[config.mk]
export PLATFORM = sky130hd
export DESIGN_NAME = tbps_ctrl
export DESIGN_NICKNAME = d
export VERILOG_FILES = /design/src/tbps_pkg.sv /design/src/tbps_ctrl.sv
export SDC_FILE = /design/constraint.sdc
export NUM_CORES = 1
export LEC_CHECK = 0
export ABC_AREA = 1
export BUFFER_PORTS_ARGS = -buffer_cell sky130_fd_sc_hd__buf_2
export CORE_ASPECT_RATIO = 0.7
export CORE_MARGIN = 4
export CORE_UTILIZATION = 30
export CTS_CLUSTER_DIAMETER = 30
export DETAILED_ROUTE_END_ITERATION = 10
export HOLD_SLACK_MARGIN = 0.03
export PLACE_DENSITY_LB_ADDON = 0.1
export SYNTH_ARGS = -nofsm -noshare
export SYNTH_HDL_FRONTEND = slang
export SYNTH_SLANG_ARGS = --single-unit
[constraint.sdc]
create_clock -name clk -period 1.85 [get_ports clk]
set_input_delay 0.0925 -clock clk [delete_from_list [all_inputs] [get_ports clk]]
set_output_delay 0.0925 -clock clk [all_outputs]
set_load 0.01 [all_outputs]
[src/tbps_pkg.sv]
// Types and constants shared by the token-bucket shaper modules.
// No dependencies.
package tbps_pkg;

  localparam int RATE_W     = 17;
  localparam int TIMEOUT_W  = 24;
  localparam int BURST_W    = 17;
  localparam int MINB_W     = 21;
  localparam int QBYTES_W   = 25;
  localparam int CFG_IDX_W  = 3;
  localparam int CFG_DATA_W = 25;

  localparam logic [CFG_IDX_W-1:0] CFG_INITIAL_RATE    = 3'd0;
  localparam logic [CFG_IDX_W-1:0] CFG_IDLE_TIMEOUT    = 3'd1;
  localparam logic [CFG_IDX_W-1:0] CFG_IDLE_RATE       = 3'd2;
  localparam logic [CFG_IDX_W-1:0] CFG_FEEDBACK_TIMEOUT = 3'd3;
  localparam logic [CFG_IDX_W-1:0] CFG_BURST_TIME      = 3'd4;
  localparam logic [CFG_IDX_W-1:0] CFG_MIN_BURST       = 3'd5;
  localparam logic [CFG_IDX_W-1:0] CFG_MAX_QUEUE       = 3'd6;
  localparam logic [CFG_IDX_W-1:0] CFG_MARK_THRESHOLD  = 3'd7;

  localparam logic [1:0] CMD_ENQ        = 2'd0;
  localparam logic [1:0] CMD_REFILL_DEQ = 2'd1;

  localparam logic [1:0] KIND_VERDICT = 2'd0;
  localparam logic [1:0] KIND_TX      = 2'd1;
  localparam logic [1:0] KIND_NONE    = 2'd2;

  localparam logic [RATE_W-1:0]     RST_INITIAL_RATE  = 17'd1000;
  localparam logic [TIMEOUT_W-1:0]  RST_IDLE_TIMEOUT  = 24'd100000;
  localparam logic [RATE_W-1:0]     RST_IDLE_RATE     = 17'd100;
  localparam logic [TIMEOUT_W-1:0]  RST_FB_TIMEOUT    = 24'd100000;
  localparam logic [BURST_W-1:0]    RST_BURST_TIME    = 17'd500;
  localparam logic [MINB_W-1:0]     RST_MIN_BURST     = 21'd65536;
  localparam logic [QBYTES_W-1:0]   RST_MAX_QUEUE     = 25'd262144;
  localparam logic [QBYTES_W-1:0]   RST_MARK_THRESHOLD = 25'd131072;
  localparam logic [31:0]           RST_POOL_TOKENS   = 32'd15000;
  localparam logic [RATE_W-1:0]     MIN_RATE          = 17'd2;

  typedef struct packed {
    logic [1:0]  cmd;
    logic [31:0] now_us;
    logic [15:0] pkt_len;
  } in_item_t;

  typedef struct packed {
    logic [1:0]  kind;
    logic        dropped;
    logic        mark_congestion;
    logic [15:0] tx_len;
    logic        rearm_timer;
    logic        last;
  } out_item_t;

  typedef struct packed {
    logic load;
    logic rate_step;
    logic mul_step;
    logic mul_sel;
    logic pool_step;
    logic enq_step;
    logic borrow_step;
    logic test_step;
    logic flush_step;
  } dp_cmd_t;

  typedef struct packed {
    logic slot_free;
    logic count_zero;
    logic count_one;
    logic pass;
  } dp_stat_t;

endpackage

[src/tbps_ctrl.sv]
// Shaper controller: sequences refill, enqueue and the dequeue walk.
// Uses tbps_pkg; drives the datapath through dp_cmd_t.
module tbps_ctrl (
  input  logic                clk,
  input  logic                rst,
  input  logic                in_valid,
  input  logic [1:0]          in_cmd,
  output logic                in_ready,
  input  tbps_pkg::dp_stat_t  stat,
  output tbps_pkg::dp_cmd_t   cmd
);
  import tbps_pkg::*;

  typedef enum logic [9:0] {
    S_IDLE      = 10'b0000000001,
    S_RATE      = 10'b0000000010,
    S_MUL_US    = 10'b0000000100,
    S_MUL_BURST = 10'b0000001000,
    S_POOL      = 10'b0000010000,
    S_ENQ       = 10'b0000100000,
    S_BORROW    = 10'b0001000000,
    S_READ      = 10'b0010000000,
    S_TEST      = 10'b0100000000,
    S_FLUSH     = 10'b1000000000
  } state_t;

  state_t state, state_next;
  logic   enq_flag;

  always_comb begin
    state_next = state;
    cmd        = '0;
    in_ready   = 1'b0;
    case (state)
      S_IDLE: begin
        in_ready = 1'b1;
        if (in_valid) begin
          cmd.load   = 1'b1;
          state_next = (in_cmd == CMD_ENQ || in_cmd == CMD_REFILL_DEQ) ? S_RATE : S_BORROW;
        end
      end
      S_RATE: begin
        cmd.rate_step = 1'b1;
        state_next    = S_MUL_US;
      end
      S_MUL_US: begin
        cmd.mul_step = 1'b1;
        state_next   = S_MUL_BURST;
      end
      S_MUL_BURST: begin
        cmd.mul_step = 1'b1;
        cmd.mul_sel  = 1'b1;
        state_next   = S_POOL;
      end
      S_POOL: begin
        cmd.pool_step = 1'b1;
        state_next    = enq_flag ? S_ENQ : S_BORROW;
      end
      S_ENQ: begin
        if (stat.slot_free) begin
          cmd.enq_step = 1'b1;
          state_next   = S_IDLE;
        end
      end
      S_BORROW: begin
        if (stat.slot_free) begin
          cmd.borrow_step = 1'b1;
          state_next      = stat.count_zero ? S_IDLE : S_READ;
        end
      end
      S_READ: begin
        // wait out the FIFO read latency
        state_next = S_TEST;
      end
      S_TEST: begin
        if (stat.slot_free) begin
          cmd.test_step = 1'b1;
          if (!stat.pass) begin
            state_next = S_IDLE;
          end else if (stat.count_one) begin
            state_next = S_FLUSH;
          end else begin
            state_next = S_READ;
          end
        end
      end
      S_FLUSH: begin
        if (stat.slot_free) begin
          cmd.flush_step = 1'b1;
          state_next     = S_IDLE;
        end
      end
      default: state_next = S_IDLE;
    endcase
  end

  always_ff @(posedge clk) begin
    if (rst) begin
      state    <= S_IDLE;
      enq_flag <= 1'b0;
    end else begin
      state <= state_next;
      if (state == S_IDLE && in_valid) begin
        enq_flag <= (in_cmd == CMD_ENQ);
      end
    end
  end
endmodule

# After elaboration in Yosys (flattened, before gate mapping)
# Cells that the tools add are included.
# totals
elab_cells	45
input_bits	9
regBits	11
# classes
muxes	22
eq_ne	15
n_reduce_logical	6
# op_table
op	n
one-hot mux 10 bit (9 select lines)	1
two-way mux 10 bit	6
two-way mux 7 bit	2
two-way mux 1 bit	12
equality test 10 x 1 -> 1 bit, second input constant	1
equality test 10 bit, second input constant	1
equality test 10 x 2 -> 1 bit, second input constant	1
equality test 10 x 3 -> 1 bit, second input constant	1
equality test 10 x 4 -> 1 bit, second input constant	1
equality test 10 x 5 -> 1 bit, second input constant	1
equality test 10 x 6 -> 1 bit, second input constant	1
equality test 10 x 7 -> 1 bit, second input constant	1
equality test 10 x 8 -> 1 bit, second input constant	1
equality test 10 x 9 -> 1 bit, second input constant	1
two-way mux 8 bit	1
!= test 2 bit, second input constant	3
AND reduction 4 bit	1
OR reduction 2 bit	2
equality test 2 x 1 -> 1 bit, second input constant	1
zero test 2 bit	1
!= test 2 x 1 -> 1 bit, second input constant	1
logical AND 1 bit	1
logical OR 1 bit	1

# Logic depth before layout (Yosys ltp)
# depth
ltp_word	5
depth_mapped	10
depth_no_buf	10

# Worst setup path before layout
# No wires, ideal clock.
# synth_timing
path_kind	reg2reg
startpoint	register state[5]
endpoint	register state[5]
arrival_time_ps	1173
required_time_ps	1736
setup_ps	114
period_less_slack_ps	1287
n_path_buf	0
path_stages_with_launch	11
setup_slack_ps	563
path_cell_list	dfxtp_1 nor2_1 nand2_2 inv_2 nand4_2 clkinv_2 nand2_4 nand2_4 nand2_1 nand2_1 nor2_2
# synth_via
elab_chain_cells	4
elab_cells_between_ends	17
# synth_lines
item	line_no	rtl
from (decl)	tbps_ctrl.sv:27	state_t state, state_next;
from (signal assigned)	tbps_ctrl.sv:102	state <= state_next;
equality test 10 bit or equality test 10 x 6 -> 1 bit (tied branches)	tbps_ctrl.sv:34	case (state)
OR reduction 2 bit (no source line)	n/a	
!= test 2 x 1 -> 1 bit (no source line)	n/a	
AND reduction 4 bit (no source line)	n/a	
# Parallel ways exist; a longest one is shown, timed or not.
# A chain may end at the register's enable or synchronous reset.

==> metrics <==
WL/cell slightly above 10 um; cell area after placement a little under 1000 um2; Power Dens Cells about 1200 nW/um2; worst min path class in -> reg; Die Y 52.06 um; CP startpoint kind flop; share of the synthesized area in the top cell type 26.47%; PortBufs 18; Setup WS post-layout just under 0.3 ns; row count 15; number of global-route vias before repair between 700 and 800; minimum clock period after layout 1.562 ns; clk sink count 11; crit-path max FO 6; fin. max-slew vios 0; number of antenna violations at the first check in global routing 0; Leak Pwr roughly 0.58 nW; GRT Residual Overflow 0; Diodes inserted 0; Synth area leaders dfxtp_1, nand2_1, inv_1; Worst Path Arrival roughly 1.5 ns; Design Area, Final roughly 1000 um2; Peak VDD IR roughly 0.5 mV; CTS tree done; initial core utilization 32.60%; CP Data Required Time 1.76 ns; cell area after synthesis 832.0 um2; clk buf depth 2; Crit Path Category reg -> out; Core ar. 2552 um2; Die ar. ~3700 um2; slowest cell delay on critical path 0.34 ns; gate count of the mapped netlist 138; first-pass GRT wire length ~3400 um; fmax 0.6402 GHz; DRT antenna net count 0; EDFF count, synth 0; final net count 170; synth warn 0; prevailing post-synth register cell dfxtp_1; Fin. Hold Viols 0; syn avg cell area between 6 and 7 um2; Slew headroom between 80% and 90%; CTS Buf Count 3; Tcrit/Tclk final roughly 84%; synth-to-layout area growth 21.35%; largest net degree at the start of global routing 9; clock skew 0.002316 ns; RSZ-0062 raised after global routing false; total track usage about an eighth; CP max stage cell dfxtp_1; Die Span X just over 70 um; via count between 800 and 900; ys async rst share 0%; dpl ws just over 0.4 ns; Initial DRT Pass Iterations 4; Post-CTS Setup Repair Bufs 0; max-cap viol count 0; Clock Latency Late Sink approximately 0.24 ns; synth unique cells 23; Fin Setup TNS 0 ns; Post-Place Cells 190; Setup crit end kind output port; root cell of the clock tree clkbuf_8; Final Wtd Congestion about 0.80; non-filler cells, final 194; clock slew at reported path FFs 0.05 ns; number of DRC markers in iteration 0 40; Synth area leader dfxtp_1; Mapped Nets around 150; cts repair resizes 0; final WL roughly 2000 um; layout cell share with drive strength beyond 1 between 20 and 30%; Worst Tran Pin Value approximately 0.28 ns; Post-DP HPWL 1691 um; vias per inst 4.495; register area share after synthesis a little over a quarter; Final setup violation count 0; Top cell by count, worst path nand2_1; Max H-tree Level 1; Cell Chain, Critical Path nor2_4 -> nand2_1 -> nor3_1 -> nand2_1 -> nor2_1 -> buf_2; IO Count 19; synthesis-stage register bit count 11; status finished, final reports clean; CTS Hold Bufs 0; drc violations 0
per-stage QoR:
step | hold WS (ns) | total power, mW | util, %
global placement | 0.3250 | 0.9447 | 37.79
finish | 0.07652 | 1.174 | 39.56
detailed placement | 0.3245 | 0.9372 | 37.79
global route | 0.08007 | 1.293 | 39.56
CTS | 0.07044 | 1.191 | 39.56
floorplan | 0.1616 | 0.8037 | -
path summary, 6_finish.rpt:
kind / depth (start not counted) / from / end / slack, ns
max: 6 / state[8]$_SDFFE_PP0P_ / cmd[2] / 0.29
min: 2 / rst / state[9]$_SDFFE_PP0P_ / 0.08
max reg2reg: 10 / state[5]$_SDFFE_PP0P_ / state[6]$_SDFFE_PP0P_ / 0.40
min reg2reg: 2 / enq_flag$_SDFFE_PP0P_ / enq_flag$_SDFFE_PP0P_ / 0.50
routing by layer:
layer | track usage (%) | share of wire, %
met1 | 16.36 | 54
met2 | 17.23 | 37
met3 | 3.861 | 7.8
met4 | 4.688 | 0.85
met5 | 0 | 0
flip-flops by register name (all words and copies together), names as in the netlist:
| signal | cells |
|---|---|
| state | 10 |
| enq_flag | 1 |
report_power, final:
part	internal, mW	leakage [nW]	total, mW	switching (mW)
clock	0.151	0.0228	0.243	0.0916
sequential	0.273	0.0894	0.304	0.0309
combinational	0.213	0.465	0.627	0.413
Yosys cell counts, types with 2 or more instances:
cell     number
dfxtp_1      11
nand3_1      13
inv_1        26
nand4_1       5
a21oi_1       3
inv_2         3
nor2_4        2
nand2_4       3
nor2_1       23
nor2_2        5
o21ai_0       2
nand2_1      28
nand2_2       4
worst max-delay path, delay by kind of cell (launching register included):
family	cells	cell delay (ns)
AND/OR/NAND/NOR	5	0.77
buffers and inverters	1	0.13
flip-flops	1	0.34
logic make-up after synthesis:
logic type	count (synthesis)	share of synthesized area, %
flops	11	26.47
compound gates	8	5.413
simple gates	88	53.68
buf+inv	31	14.44
layout by cell type, fill, tap and decap left out, drive strengths merged:
master  instances
a21oi           3
dfxtp          11
nand3          13
clkbuf          4
nor2           30
o22ai           1
nand4           6
clkinv          1
buf            18
inv            30
nor3b           1
nor3            2
o21ai           4
nand2          35
nand3b          1
layout make-up:
| type | instances | area, um2 |
|---|---|---|
| inverters | 31 | 120.1 |
| well taps | 34 | 42.54 |
| flip-flops and latches | 11 | 220.2 |
| clock buffers | 4 | 45.04 |
| repair buffers | 18 | 90.09 |
| fillers | 303 | 1543 |
| multi-input cells | 96 | 491.7 |
Power figures use the tool's default switching activity.
