### src/tbps_pkg.sv
// Types and constants shared by the token-bucket shaper modules.
// No dependencies.
package tbps_pkg;

  localparam int RATE_W     = 17;
  localparam int TIMEOUT_W  = 24;
  localparam int BURST_W    = 17;
  localparam int MINB_W     = 21;
  localparam int QBYTES_W   = 25;
  localparam int CFG_IDX_W  = 3;
  localparam int CFG_DATA_W = 25;

  localparam logic [CFG_IDX_W-1:0] CFG_INITIAL_RATE    = 3'd0;
  localparam logic [CFG_IDX_W-1:0] CFG_IDLE_TIMEOUT    = 3'd1;
  localparam logic [CFG_IDX_W-1:0] CFG_IDLE_RATE       = 3'd2;
  localparam logic [CFG_IDX_W-1:0] CFG_FEEDBACK_TIMEOUT = 3'd3;
  localparam logic [CFG_IDX_W-1:0] CFG_BURST_TIME      = 3'd4;
  localparam logic [CFG_IDX_W-1:0] CFG_MIN_BURST       = 3'd5;
  localparam logic [CFG_IDX_W-1:0] CFG_MAX_QUEUE       = 3'd6;
  localparam logic [CFG_IDX_W-1:0] CFG_MARK_THRESHOLD  = 3'd7;

  localparam logic [1:0] CMD_ENQ        = 2'd0;
  localparam logic [1:0] CMD_REFILL_DEQ = 2'd1;

  localparam logic [1:0] KIND_VERDICT = 2'd0;
  localparam logic [1:0] KIND_TX      = 2'd1;
  localparam logic [1:0] KIND_NONE    = 2'd2;

  localparam logic [RATE_W-1:0]     RST_INITIAL_RATE  = 17'd1000;
  localparam logic [TIMEOUT_W-1:0]  RST_IDLE_TIMEOUT  = 24'd100000;
  localparam logic [RATE_W-1:0]     RST_IDLE_RATE     = 17'd100;
  localparam logic [TIMEOUT_W-1:0]  RST_FB_TIMEOUT    = 24'd100000;
  localparam logic [BURST_W-1:0]    RST_BURST_TIME    = 17'd500;
  localparam logic [MINB_W-1:0]     RST_MIN_BURST     = 21'd65536;
  localparam logic [QBYTES_W-1:0]   RST_MAX_QUEUE     = 25'd262144;
  localparam logic [QBYTES_W-1:0]   RST_MARK_THRESHOLD = 25'd131072;
  localparam logic [31:0]           RST_POOL_TOKENS   = 32'd15000;
  localparam logic [RATE_W-1:0]     MIN_RATE          = 17'd2;

  typedef struct packed {
    logic [1:0]  cmd;
    logic [31:0] now_us;
    logic [15:0] pkt_len;
  } in_item_t;

  typedef struct packed {
    logic [1:0]  kind;
    logic        dropped;
    logic        mark_congestion;
    logic [15:0] tx_len;
    logic        rearm_timer;
    logic        last;
  } out_item_t;

  typedef struct packed {
    logic load;
    logic rate_step;
    logic mul_step;
    logic mul_sel;
    logic pool_step;
    logic enq_step;
    logic borrow_step;
    logic test_step;
    logic flush_step;
  } dp_cmd_t;

  typedef struct packed {
    logic slot_free;
    logic count_zero;
    logic count_one;
    logic pass;
  } dp_stat_t;

endpackage

### src/tbps_stream_if.sv
// Valid/ready channel carrying one payload struct.
// Payload type comes from tbps_pkg at the instance.
interface tbps_stream_if #(parameter type payload_t = logic) ();
  logic     valid;
  logic     ready;
  payload_t data;

  modport source (output valid, output data, input ready);
  modport sink (input valid, input data, output ready);
endinterface

### src/tbps_ram.sv
// Generic single-write, single-read RAM with registered read data.
// No dependencies.
module tbps_ram #(
  parameter int WIDTH = 16,
  parameter int DEPTH = 64
) (
  input  logic                                   clk,
  input  logic                                   we,
  input  logic [(DEPTH > 1 ? $clog2(DEPTH) : 1)-1:0] waddr,
  input  logic [WIDTH-1:0]                       wdata,
  input  logic [(DEPTH > 1 ? $clog2(DEPTH) : 1)-1:0] raddr,
  output logic [WIDTH-1:0]                       rdata
);
  logic [WIDTH-1:0] mem [DEPTH];

  always_ff @(posedge clk) begin
    if (we) begin
      mem[waddr] <= wdata;
    end
    rdata <= mem[raddr];
  end
endmodule

### src/tbps_datapath.sv
// Shaper datapath: config registers, token state, shared multiplier,
// length FIFO and result register. Uses tbps_pkg, tbps_ram, tbps_stream_if.
module tbps_datapath #(
  parameter int QUEUE_DEPTH = 64,
  parameter int LEN_BITS    = 16
) (
  input  logic                                clk,
  input  logic                                rst,
  input  logic                                cfg_wr_en,
  input  logic [tbps_pkg::CFG_IDX_W-1:0]      cfg_addr,
  input  logic [tbps_pkg::CFG_DATA_W-1:0]     cfg_wdata,
  input  tbps_pkg::in_item_t                  in_item,
  input  tbps_pkg::dp_cmd_t                   cmd,
  output tbps_pkg::dp_stat_t                  stat,
  tbps_stream_if.source                       rsp
);
  import tbps_pkg::*;

  localparam int AW    = (QUEUE_DEPTH > 1) ? $clog2(QUEUE_DEPTH) : 1;
  localparam int CW    = $clog2(QUEUE_DEPTH + 1);
  localparam int SUM_W = LEN_BITS + AW + 1;

  // configuration
  logic [TIMEOUT_W-1:0] idle_timeout;
  logic [RATE_W-1:0]    idle_rate;
  logic [TIMEOUT_W-1:0] fb_timeout;
  logic [BURST_W-1:0]   burst_time;
  logic [MINB_W-1:0]    min_burst;
  logic [QBYTES_W-1:0]  max_queue;
  logic [QBYTES_W-1:0]  mark_thr;

  // token and queue state
  logic [RATE_W-1:0]   current_rate;
  logic [31:0]         pool_tokens;
  logic [31:0]         queue_tokens;
  logic [31:0]         last_refill;
  logic [31:0]         last_rate;
  logic [LEN_BITS-1:0] head_len;
  logic [QBYTES_W-1:0] queued_bytes;
  logic [CW-1:0]       fifo_count;
  logic [AW-1:0]       rd_ptr;

  // per-request working registers
  logic [31:0]         now_us;
  logic [LEN_BITS-1:0] pkt_len;
  logic [31:0]         elapsed;
  logic [45:0]         add_tok;
  logic [30:0]         cap_raw;
  logic [SUM_W-1:0]    burst_sum;
  logic                pend;
  logic [LEN_BITS-1:0] pend_len;

  logic                out_valid;
  out_item_t           out_data;

  // combinational
  logic [31:0]         us, us2;
  logic [RATE_W-1:0]   rate_a, rate_h, rate_b;
  logic [31:0]         mul_op;
  logic [48:0]         product;
  logic [30:0]         cap;
  logic [46:0]         total;
  logic [QBYTES_W:0]   qsum;
  logic                drop;
  logic [AW:0]         wsum;
  logic [AW-1:0]       wr_addr;
  logic [32:0]         borrow_sum;
  logic [LEN_BITS-1:0] size;
  logic [SUM_W-1:0]    sum_new;
  logic                pass;
  logic                emit;
  out_item_t           emit_data;

  always_comb begin
    us     = now_us - last_refill;
    us2    = now_us - last_rate;
    rate_a = (us > 32'(idle_timeout) && current_rate > idle_rate) ? idle_rate : current_rate;
    rate_h = rate_a >> 1;
    rate_b = (rate_h < MIN_RATE) ? MIN_RATE : rate_h;
    mul_op = cmd.mul_sel ? 32'(burst_time) : elapsed;
    product = 49'(current_rate) * 49'(mul_op);
    cap    = (cap_raw < 31'(min_burst)) ? 31'(min_burst) : cap_raw;
    total  = 47'(pool_tokens) + 47'(add_tok);
    qsum   = (QBYTES_W + 1)'(queued_bytes) + (QBYTES_W + 1)'(pkt_len);
    drop   = (qsum > (QBYTES_W + 1)'(max_queue)) || (fifo_count >= CW'(QUEUE_DEPTH));
    wsum   = (AW + 1)'(rd_ptr) + (AW + 1)'(fifo_count);
    wr_addr = (wsum >= (AW + 1)'(QUEUE_DEPTH)) ? AW'(wsum - (AW + 1)'(QUEUE_DEPTH))
                                               : AW'(wsum);
    borrow_sum = 33'(queue_tokens) + 33'(pool_tokens);
    sum_new = pend ? burst_sum + SUM_W'(size) : SUM_W'(size);
    pass   = (32'(size) <= queue_tokens) &&
             (32'(sum_new) <= {10'b0, min_burst, 1'b0});
  end

  tbps_ram #(.WIDTH(LEN_BITS), .DEPTH(QUEUE_DEPTH)) u_fifo_ram (
    .clk   (clk),
    .we    (cmd.enq_step && !drop),
    .waddr (wr_addr),
    .wdata (pkt_len),
    .raddr (rd_ptr),
    .rdata (size)
  );

  // result selection
  always_comb begin
    emit      = 1'b0;
    emit_data = '0;
    if (cmd.enq_step) begin
      emit                      = 1'b1;
      emit_data.kind            = KIND_VERDICT;
      emit_data.dropped         = drop;
      emit_data.mark_congestion = !drop && (qsum > (QBYTES_W + 1)'(mark_thr));
      emit_data.last            = 1'b1;
    end else if (cmd.borrow_step) begin
      if (fifo_count == '0) begin
        emit           = 1'b1;
        emit_data.kind = KIND_NONE;
        emit_data.last = 1'b1;
      end
    end else if (cmd.test_step) begin
      if (pass) begin
        // hand on the previous packet, hold this one until its successor is judged or it is flushed
        emit             = pend;
        emit_data.kind   = KIND_TX;
        emit_data.tx_len = 16'(pend_len);
      end else begin
        emit                  = 1'b1;
        emit_data.kind        = pend ? KIND_TX : KIND_NONE;
        emit_data.tx_len      = pend ? 16'(pend_len) : 16'd0;
        emit_data.rearm_timer = 1'b1;
        emit_data.last        = 1'b1;
      end
    end else if (cmd.flush_step) begin
      emit             = 1'b1;
      emit_data.kind   = KIND_TX;
      emit_data.tx_len = 16'(pend_len);
      emit_data.last   = 1'b1;
    end
  end

  always_ff @(posedge clk) begin
    if (rst) begin
      idle_timeout <= RST_IDLE_TIMEOUT;
      idle_rate    <= RST_IDLE_RATE;
      fb_timeout   <= RST_FB_TIMEOUT;
      burst_time   <= RST_BURST_TIME;
      min_burst    <= RST_MIN_BURST;
      max_queue    <= RST_MAX_QUEUE;
      mark_thr     <= RST_MARK_THRESHOLD;
    end else if (cfg_wr_en) begin
      case (cfg_addr)
        CFG_IDLE_TIMEOUT:     idle_timeout <= cfg_wdata[TIMEOUT_W-1:0];
        CFG_IDLE_RATE:        idle_rate    <= cfg_wdata[RATE_W-1:0];
        CFG_FEEDBACK_TIMEOUT: fb_timeout   <= cfg_wdata[TIMEOUT_W-1:0];
        CFG_BURST_TIME:       burst_time   <= cfg_wdata[BURST_W-1:0];
        CFG_MIN_BURST:        min_burst    <= cfg_wdata[MINB_W-1:0];
        CFG_MAX_QUEUE:        max_queue    <= cfg_wdata[QBYTES_W-1:0];
        CFG_MARK_THRESHOLD:   mark_thr     <= cfg_wdata[QBYTES_W-1:0];
        default: ;
      endcase
    end
  end

  always_ff @(posedge clk) begin
    if (rst) begin
      current_rate <= RST_INITIAL_RATE;
      last_rate    <= '0;
    end else if (cfg_wr_en && cfg_addr == CFG_INITIAL_RATE) begin
      current_rate <= cfg_wdata[RATE_W-1:0];
    end else if (cmd.rate_step) begin
      if (us2 > 32'(fb_timeout)) begin
        current_rate <= rate_b;
        last_rate    <= now_us;
      end else begin
        current_rate <= rate_a;
      end
    end
  end

  always_ff @(posedge clk) begin
    if (rst) begin
      pool_tokens  <= RST_POOL_TOKENS;
      queue_tokens <= '0;
      last_refill  <= '0;
      head_len     <= '0;
      queued_bytes <= '0;
      fifo_count   <= '0;
      rd_ptr       <= '0;
      pend         <= 1'b0;
      out_valid    <= 1'b0;
    end else begin
      if (cmd.pool_step) begin
        pool_tokens <= (total > 47'(cap)) ? 32'(cap) : total[31:0];
        last_refill <= now_us;
      end
      if (cmd.enq_step && !drop) begin
        fifo_count   <= fifo_count + 1'b1;
        queued_bytes <= qsum[QBYTES_W-1:0];
      end
      if (cmd.borrow_step) begin
        pend <= 1'b0;
        if (queue_tokens < 32'(head_len)) begin
          queue_tokens <= borrow_sum[32] ? '1 : borrow_sum[31:0];
          pool_tokens  <= '0;
        end
      end
      if (cmd.test_step) begin
        head_len <= size;
        if (pass) begin
          queue_tokens <= queue_tokens - 32'(size);
          queued_bytes <= (queued_bytes >= QBYTES_W'(size)) ? queued_bytes - QBYTES_W'(size)
                                                             : '0;
          rd_ptr       <= (rd_ptr == AW'(QUEUE_DEPTH - 1)) ? '0 : rd_ptr + 1'b1;
          fifo_count   <= fifo_count - 1'b1;
          pend         <= 1'b1;
        end else begin
          pend <= 1'b0;
        end
      end
      if (cmd.flush_step) begin
        pend <= 1'b0;
      end
      if (emit) begin
        out_valid <= 1'b1;
      end else if (rsp.ready) begin
        out_valid <= 1'b0;
      end
    end
  end

  always_ff @(posedge clk) begin
    if (cmd.load) begin
      now_us   <= in_item.now_us;
      pkt_len  <= LEN_BITS'(in_item.pkt_len);
    end
    if (cmd.rate_step) begin
      elapsed <= us;
    end
    if (cmd.mul_step) begin
      if (cmd.mul_sel) begin
        cap_raw <= product[33:3];
      end else begin
        add_tok <= product[48:3];
      end
    end
    if (cmd.test_step) begin
      burst_sum <= sum_new;
      if (pass) begin
        pend_len <= size;
      end
    end
    if (emit) begin
      out_data <= emit_data;
    end
  end

  assign rsp.valid = out_valid;
  assign rsp.data  = out_data;

  always_comb begin
    stat.slot_free  = !out_valid || rsp.ready;
    stat.count_zero = (fifo_count == '0);
    stat.count_one  = (fifo_count == CW'(1));
    stat.pass       = pass;
  end
endmodule

### src/flat_wrapper.sv
// flat-port wrapper written by rule: the top's interface ports become plain ports
module tbps_datapath_flat import tbps_pkg::*;
#(
  parameter int QUEUE_DEPTH = 64,
  parameter int LEN_BITS    = 16
)
  (clk, rst, cfg_wr_en, cfg_addr, cfg_wdata, in_item, cmd, stat, rsp_valid, rsp_data, rsp_ready);
  tbps_stream_if rsp_i ();
  input  logic clk;
  input  logic rst;
  input  logic cfg_wr_en;
  input  logic [tbps_pkg::CFG_IDX_W-1:0] cfg_addr;
  input  logic [tbps_pkg::CFG_DATA_W-1:0] cfg_wdata;
  input  tbps_pkg::in_item_t in_item;
  input  tbps_pkg::dp_cmd_t cmd;
  output tbps_pkg::dp_stat_t stat;
  output wire logic [$bits(rsp_i.valid)-1:0] rsp_valid;
  output wire logic [$bits(rsp_i.data)-1:0] rsp_data;
  input wire logic [$bits(rsp_i.ready)-1:0] rsp_ready;
  assign rsp_valid = rsp_i.valid;
  assign rsp_data = rsp_i.data;
  assign rsp_i.ready = rsp_ready;
  tbps_datapath #(.QUEUE_DEPTH(QUEUE_DEPTH), .LEN_BITS(LEN_BITS)) u_core (.clk(clk), .rst(rst), .cfg_wr_en(cfg_wr_en), .cfg_addr(cfg_addr), .cfg_wdata(cfg_wdata), .in_item(in_item), .cmd(cmd), .stat(stat), .rsp(rsp_i));
endmodule
### config.mk
export PLATFORM = sky130hd
export DESIGN_NAME = tbps_datapath_flat
export DESIGN_NICKNAME = d
export VERILOG_FILES = /design/src/tbps_pkg.sv /design/src/tbps_stream_if.sv /design/src/tbps_ram.sv /design/src/tbps_datapath.sv /design/src/flat_wrapper.sv
export SDC_FILE = /design/constraint.sdc
export NUM_CORES = 2
export LEC_CHECK = 0
export ABC_CLOCK_PERIOD_IN_PS = 6850
export BUFFER_PORTS_ARGS = -buffer_cell sky130_fd_sc_hd__buf_2
export CAP_MARGIN = 20
export CORE_ASPECT_RATIO = 1.75
export CORE_MARGIN = 2
export CORE_UTILIZATION = 41
export CTS_CLUSTER_DIAMETER = 30
export DETAILED_ROUTE_END_ITERATION = 16
export GPL_ROUTABILITY_DRIVEN = 0
export SETUP_SLACK_MARGIN = 0.4
export SLEW_MARGIN = 20
export SYNTH_ARGS = -nofsm -noshare
export SYNTH_HDL_FRONTEND = slang
export SYNTH_HIERARCHICAL = 1
export SYNTH_SLANG_ARGS = --single-unit
### constraint.sdc
create_clock -name clk -period 6.85 [get_ports clk]
set_input_delay 0.3425 -clock clk [delete_from_list [all_inputs] [get_ports clk]]
set_output_delay 0.3425 -clock clk [all_outputs]
set_load 0.005 [all_outputs]
# == Word-level counts from Yosys, hierarchy flattened ==
# Memories as Yosys holds them, arrays and structs flattened. A register that Yosys moved wholly into a read port is not among the register bits.
# Cells that the tools add are included.
# classes
add_sub_neg,13
n_mul,1
order_cmp,13
eq_ne,8
n_mux,42
bitwise,2
reduce_logical,26
# op_table
cell,n
32-bit two-way mux,10
25-bit two-way mux,4
17-bit two-way mux,4
32-bit by 24-bit greater-than comparator with 1-bit output,2
32-bit subtractor,2
17-bit by 32-bit multiplier with 49-bit output,1
32-bit by 46-bit adder with 47-bit output,1
47-bit by 31-bit greater-than comparator with 1-bit output,1
32-bit by 32-bit adder with 33-bit output,1
16-bit by 32-bit <= comparator with 1-bit output,1
32-bit by 16-bit less-than comparator with 1-bit output,1
32-bit by 16-bit subtractor with 32-bit output,1
31-bit by 21-bit less-than comparator with 1-bit output,1
31-bit two-way mux,1
25-bit by 16-bit adder with 26-bit output,1
26-bit by 25-bit greater-than comparator with 1-bit output,1
25-bit by 16-bit greater-or-equal comparator with 1-bit output,1
25-bit by 16-bit subtractor with 25-bit output,1
23-bit by 16-bit adder with 23-bit output,1
23-bit by 22-bit <= comparator with 1-bit output,1
23-bit two-way mux,1
7-bit two-way mux,3
2-bit AND reduction,10
17-bit greater-than comparator,1
other kinds (25),53
# word_totals
register_bits,510
ramBits,1024
inputBits,91
output_inout_bits,6
wordCells,131
memories,1
# memory_table
memory,depth,width,rd,rd_clocked_by_memory_dff,wr,line_no,rtl
u_core.u_fifo_ram.mem,64,16,1,1,1,tbps_ram.sv:14,logic [WIDTH-1:0] mem [DEPTH];

# == Depth between registers and ports, before layout ==
# depth
word_depth,9
mapped_depth,29
mapped_depth_nobuf,27

# == By module ==
# Netlist, hierarchy kept.
# modules_own_cells
module,instances,cells_per_inst,area_per_inst_um2,seq_area_each_um2
tbps_datapath,1,5932,51222.9,12021.5
tbps_ram,1,1829,40042.2,31069.8

# == Worst setup path before layout ==
# Ideal clock, no wire load.
# synth_path
kind,input to register
from,input cmd[5] in the netlist's numbering
to,register u_core.add_tok[39] (data pin)
setup_time_ns,0.258
t_arrival_ns,7.277
required_ns,6.592
slack_ns,-0.685
cell_stages,29
n_path_buf,3
path_cell_list,clkbuf_1 > buf_1 > mux2_2 > clkbuf_1 > nand2_1 > fa_1 > inv_1 > fa_1 > fa_1 > inv_1 > fa_1 > inv_1 > fa_1 > inv_1 > fa_1 > inv_1 > ha_1 > a21o_1 > a21oi_1 > o21ai_0 > a21oi_1 > nor2b_1 > nor4_1 > o211ai_1 > a41oi_1 > o21ai_0 > a21o_1 > a21oi_1 > xnor2_1
# synth_between
elab_chain_cells,2
# synth_rtl
item,line_no,rtl
start: declaration,flat_wrapper.sv:15,input tbps_pkg::dp_cmd_t cmd;
32-bit two-way mux,tbps_datapath.sv:80,mul_op = cmd.mul_sel ? 32'(burst_time) : elapsed;
17-bit by 32-bit multiplier with 49-bit output,tbps_datapath.sv:81,product = 49'(current_rate) * 49'(mul_op);
named net u_core.product[42],tbps_datapath.sv:60,logic [48:0] product;
end signal: assignment,tbps_datapath.sv:243,add_tok <= product[48:3];
end: declaration,tbps_datapath.sv:47,logic [45:0] add_tok;
# The timed path passes the listed nets, and every way through them passes these cells.
# A chain may end at the register's enable or synchronous reset.

# == Worst setup path in the final report ==
# layout_path
from,register u_core.elapsed[7]
to,register u_core.add_tok[44] (data pin)
# layout_between
elab_chain_cells,2
# layout_rtl
item,line_no,rtl
start: declaration,tbps_datapath.sv:46,logic [31:0] elapsed;
start signal: assignment,tbps_datapath.sv:237,elapsed <= us;
32-bit two-way mux,tbps_datapath.sv:80,
17-bit by 32-bit multiplier with 49-bit output,tbps_datapath.sv:81,
named net u_core.product[47],tbps_datapath.sv:60,
# The timed path passes the listed nets, and every way through them passes these cells.

==> reports/qor.yml <==
global_route:
  grt_pass1_wl_mm: 437
  grt_use_total_pct: 25.9
  overflow: 0
  grt_max_degree: 106
  grt_pass1_vias: 69096
  antenna_found_initial: 15
routing:
  wirelength_mm: 297
  wl_per_cell_um: 25.6
  firstDrtPassIters: 8
  via_count: 65212
  drc_errors: 0
  dr.first_iter.drc_count: 4475
  drt-vias-per-instance: 5.62
  ant_nets: 0
setup_path:
  critPathKind: "reg2reg"
  crit_path_frequent_cell: "fa_1"
  start_kind: "flip-flop"
  crit_fanout: 5
  crit_family: "adder cells"
  critPathMaxStageDelay_ns: 0.56
  worstPathRequired_ns: 7.45
  worst-endpoint-arrival_ns: 7.65
  endpoint_kind: "flip-flop"
  critPathBufInv: 9
  cp_slowest_cell: "or4b_4"
synthesis:
  ys_ff_latch: 1550
  synth_common_cells: "edfxtp_1, nand2_1, inv_1"
  synthesis.area_sq_um: 91300
  synthMostInstantiatedCell: "edfxtp_1"
  yosys-top-cells-area: "edfxtp_1, fa_1, dfxtp_1"
  yosys_most_used_dff: "edfxtp_1"
  synthCells: 7761
  synth_top_area_cell: "edfxtp_1"
  synth_cell_types: 108
  yosysTopAreaCellShare_pct: 39.6
  syn_area_per_cell_sq_um: 11.8
  async_flop_share_pct: 0
  syn-num-nets: 8807
  seq_area_frac_synth_pct: 47.2
  synth-edff-count: 1205
  yosysWarningCount: 6
floorplan:
  die_w_um: 361
  placementRows: 229
  core_sq_um: 222000
  initial_core_util_pct: 41.2
  dieArea_sq_um: 227000
  num_io_pins: 97
  die_h_um: 628
placed_design:
  dpl.hpwl_mm: 219
  dp_slack_ns: -0.694
  port_buffers: 94
  dp.cells: 10934
clocking:
  ctsHtreeMaxLevel: 5
  cts_tree: "done"
  clock_path_buffers: 4
  insertion_delay_ns: 0.83
  path_clk_slew_ns: 0.05
  cts_buffers: 291
  clkSinkCount: 1550
  root_buffer: "clkbuf_16"
layout:
  multiInputGateArea_sq_um: 44300
  drive_gt1_share_pct: 19.8
  regArea_sq_um: 43100
  syn_to_final_growth_pct: 22.0
  layout.cells.non_filler: 11595
  nets: 9520
  nFillCells: 19262
sta:
  grt_setup_unrepaired: "true"
  slew_headroom_pct: 24.7
  hold_viol_final: 0
  finalMaxSlewViolations: 0
  fmax_ghz: 0.142
  fin_crit_sh_pct: 103
  whs_ns: 0.0633
  worstMarginPinSlew_ns: 1.12
  finClkSkew_ns: 0.0613
  setup_viol_count_final: 16
  setup_ws_ns: -0.201
  min_period_ns: 7.05
run_status:
  status: "finished, violations left"
  violations: "negative setup slack"
worst_hold_path:
  holdCritPathClass: "in2reg"
power:
  leakage_nw: 44.0
  peakVddDrop_uv: 577
  powerDensity_nw_per_um2: 493
flow_run:
  drv_cap: 0
## through the flow
step / setup TNS, ns / instance area [sq um] / total power [mW] / utilization [%]
3_5_place_dp: -12.84 / 99400 / 37.6 / 44.8
3_3_place_gp: -12.71 / 99400 / 37.2 / 44.8
5_1_grt: -5.24 / 111000 / 58.0 / 50.2
4_1_cts: -1.56 / 111000 / 53.3 / 49.8
6_report: -2.02 / 111000 / 54.8 / 50.2
2_1_floorplan: 0 / 91800 / 28.7 / -
## routing by layer
layer / global-route usage (%) / vias to the layer above / routed length, um
li1: - / 29124 / -
met1: 25.4 / 32572 / 95100
met2: 47.3 / 2461 / 155000
met3: 3.71 / 1045 / 15300
met4: 22.8 / 10 / 31500
met5: 0 / - / 59
## final timing paths
check / end / from / slack (ns) / cells past startpoint
worst min-delay path: u_core/min_burst[10]$_SDFFE_PP0P_ / cfg_wdata[10] / 0.06 / 3
worst max register to register: u_core/add_tok[44]$_DFFE_PP_ / u_core/elapsed[7]$_DFFE_PP_ / -0.20 / 29
worst min register to register: u_core/idle_timeout[11]$_SDFFE_PP0P_ / u_core/idle_timeout[11]$_SDFFE_PP0P_ / 0.45 / 2
worst max-delay path: u_core/add_tok[44]$_DFFE_PP_ / u_core/elapsed[7]$_DFFE_PP_ / -0.20 / 29
## sequential cells by signal, indices dropped and copies added (netlist names), 21 cells and up
register,flops
u_core/burst_sum,23
u_core/add_tok,46
u_core/now_us,32
u_core/min_burst,21
u_core/queued_bytes,25
u_core/elapsed,32
u_core/idle_timeout,24
u_core/fb_timeout,24
u_core/queue_tokens,32
u_core/u_fifo_ram/mem,1024
u_core/cap_raw,31
u_core/pool_tokens,32
u_core/last_refill,32
u_core/max_queue,25
u_core/last_rate,32
## cells in the final DEF (no fill, tap or decap), drive strengths merged, types with 77 or more instances in the layout
cell type     n
nand2       873
mux4        224
ha          497
fa          458
clkbuf      336
mux2i       228
nor2        372
buf         706
nand3       115
xor2         80
edfxtp     1205
nor2b        96
xnor2       146
clkinv       77
a21oi       450
nand4        81
inv         902
a21o        141
and2        170
dfxtp       345
o21ai       196
## worst reg2reg max path, delay by kind of cell, from the launching register on
kind | cells | cell delay (ns)
AOI/OAI and AO/OA | 6 | 1.00
adders and majority gates | 7 | 3.31
and+or+nand+nor | 5 | 0.88
xor gates and xnor gates | 1 | 0.21
DFF | 1 | 0.45
muxes | 1 | 0.18
buffers and inverters | 9 | 0.80
## what timing repair did
| action | in CTS | in global routing |
|---|---|---|
| cloned | 1 | 1 |
| buffers inserted | 40 | 27 |
| pin swaps | 86 | 123 |
| hold endpoints to repair | 95 | 0 |
| hold buffers | 65 | 0 |
| gates resized for setup | 99 | 147 |
| setup endpoints to repair | 660 | 745 |
## final cells by class
cell class	count	share of cell area, %
antenna	8	0.0180
clock buffer	335	6.97
clock inverter	184	1.83
inverter	868	2.93
multi-input combinational	4991	39.8
sequential	1550	38.7
tap	2887	3.24
timing repair buffer	772	6.46
## where the power goes
group | switching [mW] | internal [mW]
Sequential | 0.881 | 11.9
Clock | 5.03 | 9.22
Combinational | 15.1 | 12.7
## logic make-up after synthesis
family | synth area share, %
flip-flops | 47.2
multiplexers | 8.71
adder cells (fa/ha/maj) | 16.9
AND/OR/NAND/NOR | 10.2
buffers and inverters | 5.43
XOR/XNOR | 2.18
AO/OA/AOI/OAI | 9.42
(Power assumes the default switching activity.)
